<file path="config.mk">
export PLATFORM = sky130hd
export DESIGN_NAME = palindromic_substring_counter_unit
export DESIGN_NICKNAME = d
export VERILOG_FILES = /design/src/psc_pkg.sv /design/src/psc_cell.sv /design/src/palindromic_substring_counter_unit.sv
export SDC_FILE = /design/constraint.sdc
export NUM_CORES = 2
export LEC_CHECK = 0
export ABC_AREA = 1
export BUFFER_PORTS_ARGS = -buffer_cell sky130_fd_sc_hd__buf_2
export CORE_ASPECT_RATIO = 2
export CORE_MARGIN = 10
export CORE_UTILIZATION = 35
export CTS_CLUSTER_SIZE = 25
export DETAILED_ROUTE_END_ITERATION = 8
export PLACE_DENSITY = 0.6
export SYNTH_ARGS = -nofsm -noshare
export SYNTH_HDL_FRONTEND = slang
export SYNTH_SLANG_ARGS = --single-unit
</file>
<file path="constraint.sdc">
create_clock -name clk -period 3.6 [get_ports clk]
set_clock_uncertainty 0.1 [all_clocks]
set_input_delay 0.54 -clock clk [delete_from_list [all_inputs] [get_ports clk]]
set_output_delay 0.54 -clock clk [all_outputs]
set_load 0.02 [all_outputs]
</file>
<file path="src/psc_pkg.sv">
// Package for the palindromic substring counter.
// Holds request/result types, cell control struct, FSM states and saturating add.
// No dependencies.
package psc_pkg;

  localparam int CHAR_W      = 8;
  localparam int COUNT_W     = 12;
  localparam int MAX_LEN_DEF = 64;
  localparam logic [COUNT_W-1:0] COUNT_MAX = {COUNT_W{1'b1}};

  typedef struct packed {
    logic [CHAR_W-1:0] char_in;
    logic              last_char;
  } req_t;

  typedef struct packed {
    logic [COUNT_W-1:0] palindrome_count;
    logic               too_long;
  } rsp_t;

  typedef struct packed {
    logic              step;
    logic              drain;
    logic              clear;
    logic [CHAR_W-1:0] ch;
  } cell_ctrl_t;

  typedef enum logic {
    ST_IDLE,
    ST_DRAIN
  } state_t;

  function automatic logic [COUNT_W-1:0] sat_add(input logic [COUNT_W-1:0] a,
                                                 input logic [COUNT_W-1:0] b);
    logic [COUNT_W:0] sum;
    sum = {1'b0, a} + {1'b0, b};
    return sum[COUNT_W] ? COUNT_MAX : sum[COUNT_W-1:0];
  endfunction

endpackage

</file>
<file path="src/psc_cell.sv">
// One cell of the palindrome chain: a stored byte, its ends-here flag and a hit counter.
// Depends on psc_pkg.
module psc_cell (
  input  logic                        clk,
  input  logic                        rst,
  input  psc_pkg::cell_ctrl_t         ctrl,
  input  logic                        left_occ,
  input  logic                        right_occ,
  input  logic                        right_flag,
  input  logic [psc_pkg::COUNT_W-1:0] cnt_in,
  output logic                        occ,
  output logic                        flag,
  output logic [psc_pkg::COUNT_W-1:0] cnt
);

  logic [psc_pkg::CHAR_W-1:0] ch;
  logic                       hit;

  assign hit = (ch == ctrl.ch) && (!right_occ || right_flag);

  always_ff @(posedge clk) begin
    if (ctrl.step && !occ && left_occ) begin
      ch <= ctrl.ch;
    end
  end

  always_ff @(posedge clk) begin
    if (rst) begin
      occ  <= 1'b0;
      flag <= 1'b0;
      cnt  <= '0;
    end else if (ctrl.clear) begin
      occ  <= 1'b0;
      flag <= 1'b0;
      cnt  <= '0;
    end else if (ctrl.drain) begin
      cnt <= cnt_in;
    end else if (ctrl.step) begin
      if (occ) begin
        flag <= hit;
        cnt  <= psc_pkg::sat_add(cnt, {{(psc_pkg::COUNT_W-1){1'b0}}, hit});
      end else if (left_occ) begin
        occ  <= 1'b1;
        flag <= 1'b1;
        cnt  <= psc_pkg::sat_add(cnt, {{(psc_pkg::COUNT_W-1){1'b0}}, 1'b1});
      end
    end
  end

endmodule

</file>
<file path="src/palindromic_substring_counter_unit.sv">
// Palindromic substring counter: one byte per cycle while a string streams in.
// After the final byte, busy stays high while the cell counters shift into the total;
// done pulses for a single cycle as busy falls.
// result holds until the next drain updates it; the receiver cannot stall.
// Synchronous reset clears all cells, the counters and the overflow flag.
// Depends on psc_pkg and psc_cell.
module palindromic_substring_counter_unit #(
  parameter int MAX_LEN = psc_pkg::MAX_LEN_DEF
) (
  input  logic          clk,
  input  logic          rst,
  input  logic          start,
  output logic          busy,
  input  psc_pkg::req_t req,
  output logic          done,
  output psc_pkg::rsp_t result
);

  localparam int IDX_W = (MAX_LEN > 1) ? $clog2(MAX_LEN) : 1;
  localparam logic [IDX_W-1:0] LAST_IDX = IDX_W'(MAX_LEN - 1);

  psc_pkg::state_t     state, state_next;
  psc_pkg::cell_ctrl_t ctrl;

  logic                        occ_v  [MAX_LEN];
  logic                        flag_v [MAX_LEN];
  logic [psc_pkg::COUNT_W-1:0] cnt_v  [MAX_LEN];

  logic [IDX_W-1:0]            idx;
  logic [psc_pkg::COUNT_W-1:0] total;
  logic [psc_pkg::COUNT_W-1:0] total_next;
  logic                        overflow;
  logic                        full;

  assign full       = occ_v[MAX_LEN-1];
  assign total_next = psc_pkg::sat_add(total, cnt_v[0]);

  genvar g;
  generate
    for (g = 0; g < MAX_LEN; g++) begin : g_cell
      logic                        left_occ;
      logic                        right_occ;
      logic                        right_flag;
      logic [psc_pkg::COUNT_W-1:0] cnt_in;

      if (g == 0) begin : g_first
        assign left_occ = 1'b1;
      end else begin : g_mid
        assign left_occ = occ_v[g-1];
      end

      if (g == MAX_LEN - 1) begin : g_tail
        assign right_occ  = 1'b0;
        assign right_flag = 1'b0;
        assign cnt_in     = '0;
      end else begin : g_body
        assign right_occ  = occ_v[g+1];
        assign right_flag = flag_v[g+1];
        assign cnt_in     = cnt_v[g+1];
      end

      psc_cell u_cell (
        .clk        (clk),
        .rst        (rst),
        .ctrl       (ctrl),
        .left_occ   (left_occ),
        .right_occ  (right_occ),
        .right_flag (right_flag),
        .cnt_in     (cnt_in),
        .occ        (occ_v[g]),
        .flag       (flag_v[g]),
        .cnt        (cnt_v[g])
      );
    end
  endgenerate

  always_ff @(posedge clk) begin
    if (rst) begin
      state <= psc_pkg::ST_IDLE;
    end else begin
      state <= state_next;
    end
  end

  always_comb begin
    state_next = state;
    busy       = 1'b0;
    ctrl.step  = 1'b0;
    ctrl.drain = 1'b0;
    ctrl.clear = 1'b0;
    ctrl.ch    = req.char_in;
    unique case (state)
      psc_pkg::ST_IDLE: begin
        if (start) begin
          ctrl.step = !full;
          if (req.last_char) begin
            state_next = psc_pkg::ST_DRAIN;
          end
        end
      end
      psc_pkg::ST_DRAIN: begin
        busy       = 1'b1;
        ctrl.drain = 1'b1;
        if (idx == LAST_IDX) begin
          ctrl.clear = 1'b1;
          state_next = psc_pkg::ST_IDLE;
        end
      end
      default: begin
        state_next = psc_pkg::ST_IDLE;
      end
    endcase
  end

  always_ff @(posedge clk) begin
    if (rst) begin
      idx      <= '0;
      total    <= '0;
      overflow <= 1'b0;
      done     <= 1'b0;
    end else begin
      done <= 1'b0;
      if (state == psc_pkg::ST_IDLE) begin
        if (start) begin
          if (full) begin
            overflow <= 1'b1;
          end
          if (req.last_char) begin
            idx   <= '0;
            total <= '0;
          end
        end
      end else begin
        total <= total_next;
        idx   <= idx + 1'b1;
        if (idx == LAST_IDX) begin
          done     <= 1'b1;
          overflow <= 1'b0;
        end
      end
    end
  end

  always_ff @(posedge clk) begin
    if (state == psc_pkg::ST_DRAIN && idx == LAST_IDX) begin
      result.palindrome_count <= total_next;
      result.too_long         <= overflow;
    end
  end

endmodule

</file>
==> run metrics <==
Slew @ Worst Pin=1140 ps; final core area utilization=0.388; Slowest cell on crit path=dlygate4sd3_1; CP top delay family=simple AND/OR/NAND/NOR gates; area growth from synthesis to layout=10.3%; max-cap violations=0; Post-synth EDFFs=517; Sink Count=about 1400; Top cell by count, worst path=nand2_1; die height=763 µm; largest net degree at the start of global routing=around 110; clock root buffer=clkbuf_16; Clock Path Buffers=4; Final nets=~14000; Chip Width=391 µm; register bit total from synthesis=about 1400; Worst slew margin=0.239; HP Class=in -> reg; CP bufs+invs=6; Final Hold Viols=0; R2R Path Start=g_cell[58].u_cell.occ; outcome=finished, final reports clean; maximum clock rate=between 0.2 and 0.3 GHz; DP Wirelength=between 200000 and 250000 µm; R2R setup slack=460 ps; fin crit share=0.936; CTS clk-pin slew, worst paths=70 ps; Slowest Stage Delay on Critical Path=610 ps; routed via count=roughly 95000; placed insts=17200; CP Cell Sequence=dlygate4sd3_1 > buf_4 > buf_16 > buf_4 > xor2_1 > nor3_1 > nand4_1 > inv_1 > ha_1 > nand3_1 > nor3_1 > nand2_1 > nand2_1 > nand2_1 > o21ai_0 > nand3_1 > nand2_1 > inv_1; grt total ovfl=0; detailed-route wire length=roughly 320000 µm; critical path arrival=~4000 ps; Ys Warns=0; initial drt markers=between 5000 and 6000; antenna viol nets, final=0; most common cell after layout, fill and taps aside=nand2_1; Required @ worst endpoint=roughly 4200 ps; Lkg Pwr=about 0.043 µW; Cell Rows=272; CP Launch Type=input port; htree depth=4; DR pass1 iterations=6; share of layout cells above drive strength 1=0.0618; vias in the first global route=94700; sequential-to-total area share from yosys stat=0.351; Worst setup endpoint=g_cell[36].u_cell.cnt[11]; CP startpoint=req[5]; Total GRT Usage=0.205; CTS tree=done; Initial Util=0.352; WS Path Type=in -> reg; Final setup viols=0; crit end category=register; IO Port Bufs=26; Mapped Cells=13900; IO Count=27; Synth cell types=62; routability congestion estimate=0.938; max-slew violations=0; Max VDD drop=0.321 mV; R2R depth=18; Critical Path Fanout Max=24; cell area after synthesis=~96000 µm²; ys flop type=dfxtp_1; Skew-Pair Late Insertion Delay=approximately 840 ps; crit path time final=3370 ps; reg2reg end=g_cell[57].u_cell.cnt[1]; Synthesized Nets=14100; WL/cell=18.2 µm; WP depth=18; syn avg cell area=6.96 µm²; vias per cell=5.43; commonest cells after routing, fill and taps aside=2801 x nand2_1, 1477 x inv_1, 1349 x a21oi_1; PwrDens=362 nW/µm²; DR DRC count=0; TritonCTS buffer count=between 100 and 150; initial antenna violation count=4; die area=between 200000 and 300000 µm²; Core Box Area=~270000 µm²; Post-synth ARST share=0; Non-Filler Instances=17500; first-pass GRT wire length=503000 µm
==> cell type report <==
| cell class | count | area, µm² |
|---|---|---|
| Antenna cell | 2 | 5.00 |
| Timing Repair Buffer | 407 | 3650 |
| Inverter | 1558 | 5890 |
| Clock inverter | 74 | 732 |
| Fill cell | 29000 | 168000 |
| Multi-Input combinational cell | 10200 | 53700 |
| Clock buffer | 188 | 4080 |
| Tap cell | 3562 | 4460 |
| Sequential cell | 1433 | 33900 |
==> synthesized netlist by cell type (41+ instances only) <==
library cell | instances | area share
o221ai_1 | 41 | 0.0037
nand2_1 | 2805 | 0.11
nor3_1 | 187 | 0.0097
dfxtp_1 | 916 | 0.19
o22ai_1 | 102 | 0.0066
nor2_1 | 1156 | 0.045
clkbuf_1 | 217 | 0.0084
o2111ai_1 | 46 | 0.0042
xnor2_1 | 282 | 0.026
a31oi_1 | 52 | 0.0034
inv_1 | 1482 | 0.058
nand3_1 | 1265 | 0.066
a22oi_1 | 149 | 0.012
nor2_2 | 56 | 0.0036
o211ai_1 | 265 | 0.021
a21oi_1 | 1349 | 0.070
o21ai_0 | 1176 | 0.061
buf_2 | 348 | 0.018
ha_1 | 203 | 0.026
inv_2 | 56 | 0.0022
edfxtp_1 | 517 | 0.16
nand4_1 | 244 | 0.016
o21ai_1 | 44 | 0.0023
xor2_1 | 604 | 0.055
==> where the power goes <==
part           switching [µW]  internal [µW]  total (µW)
registers                 892          17200       18100
logic                    2770           1500        4280
clock network            7200           8930       16100
==> per-stage QoR <==
step           hold slack (ps)  setup WS [ps]  power [µW]  cell area [µm²]  TNS [ps]
2_1_floorplan              308            524       21100            96500         0
3_3_place_gp               353           8.70       22700           101000         0
3_5_place_dp               357         -0.139       22700           101000    -0.139
4_1_cts                   23.8            282       38800           106000         0
5_1_grt                   87.2          -6.30       39900           106000     -6.30
6_report                  55.3            230       38500           106000         0
==> worst register-to-register path: stages (launching register included) <==
cell	delay, ps
dfxtp_1	400
inv_1	230
o21ai_0	110
nor3_1	250
nor3b_1	220
nand2_1	100
inv_1	90
ha_1	190
ha_1	190
nand3_1	150
inv_1	100
nand2_1	90
inv_1	100
nand2_1	90
nand2_1	260
o21ai_0	120
inv_1	60
o21ai_0	70
a21oi_1	130
==> repair_timing <==
item                                    in CTS  in global routing
buffers inserted                             0                  3
hold buffers                                 5                  0
hold endpoints to repair                     6                  0
gates resized for setup                      0                  8
endpoints found under the setup margin       0                 18
==> how the worst min path moves through the flow <==
stage                               from                        end  slack (ps)  cells after the start
2_1_floorplan                   overflow                  result[0]         310                      0
3_3_place_gp   g_cell[35].u_cell.cnt[10]  g_cell[35].u_cell.cnt[10]         350                      2
3_5_place_dp   g_cell[35].u_cell.cnt[10]  g_cell[35].u_cell.cnt[10]         360                      2
4_1_cts                           req[0]                     idx[0]          20                      4
5_1_grt                              rst                  total[11]          90                      3
6_report                          req[0]                     idx[0]          60                      4
==> state kept, by name, summed over array words and instances (netlist names) <==
register and flops:
overflow 1, result 13, g_cell.u_cell.flag 63, g_cell.u_cell.occ 64, state 1, g_cell.u_cell.cnt 768
total 12, g_cell.u_cell.ch 504, idx 6, done 1
==> cells by family (layout without fill, tap and decap cells) <==
family | count (synthesis) | in the layout | synth area share
and+or+nand+nor | 5810 | 5810 | 0.257
buffers and inverters | 2207 | 2227 | 0.0925
DFF | 1433 | 1433 | 0.351
xor gates and xnor gates | 886 | 886 | 0.0804
AOI/OAI and AO/OA | 3329 | 3329 | 0.193
adders and majority gates | 204 | 204 | 0.0265
other | 0 | 2 | 0
==> metal layers <==
metal	up-vias	part of all wire	wire length (µm)	track usage
li1	46600	-	-	-
met1	44500	0.35	113000	0.197
met2	2470	0.54	173000	0.405
met3	1170	0.032	10100	0.0178
met4	0	0.072	22800	0.138
met5	-	0	0	0
Note: power is estimated with default switching activity, not from simulation.
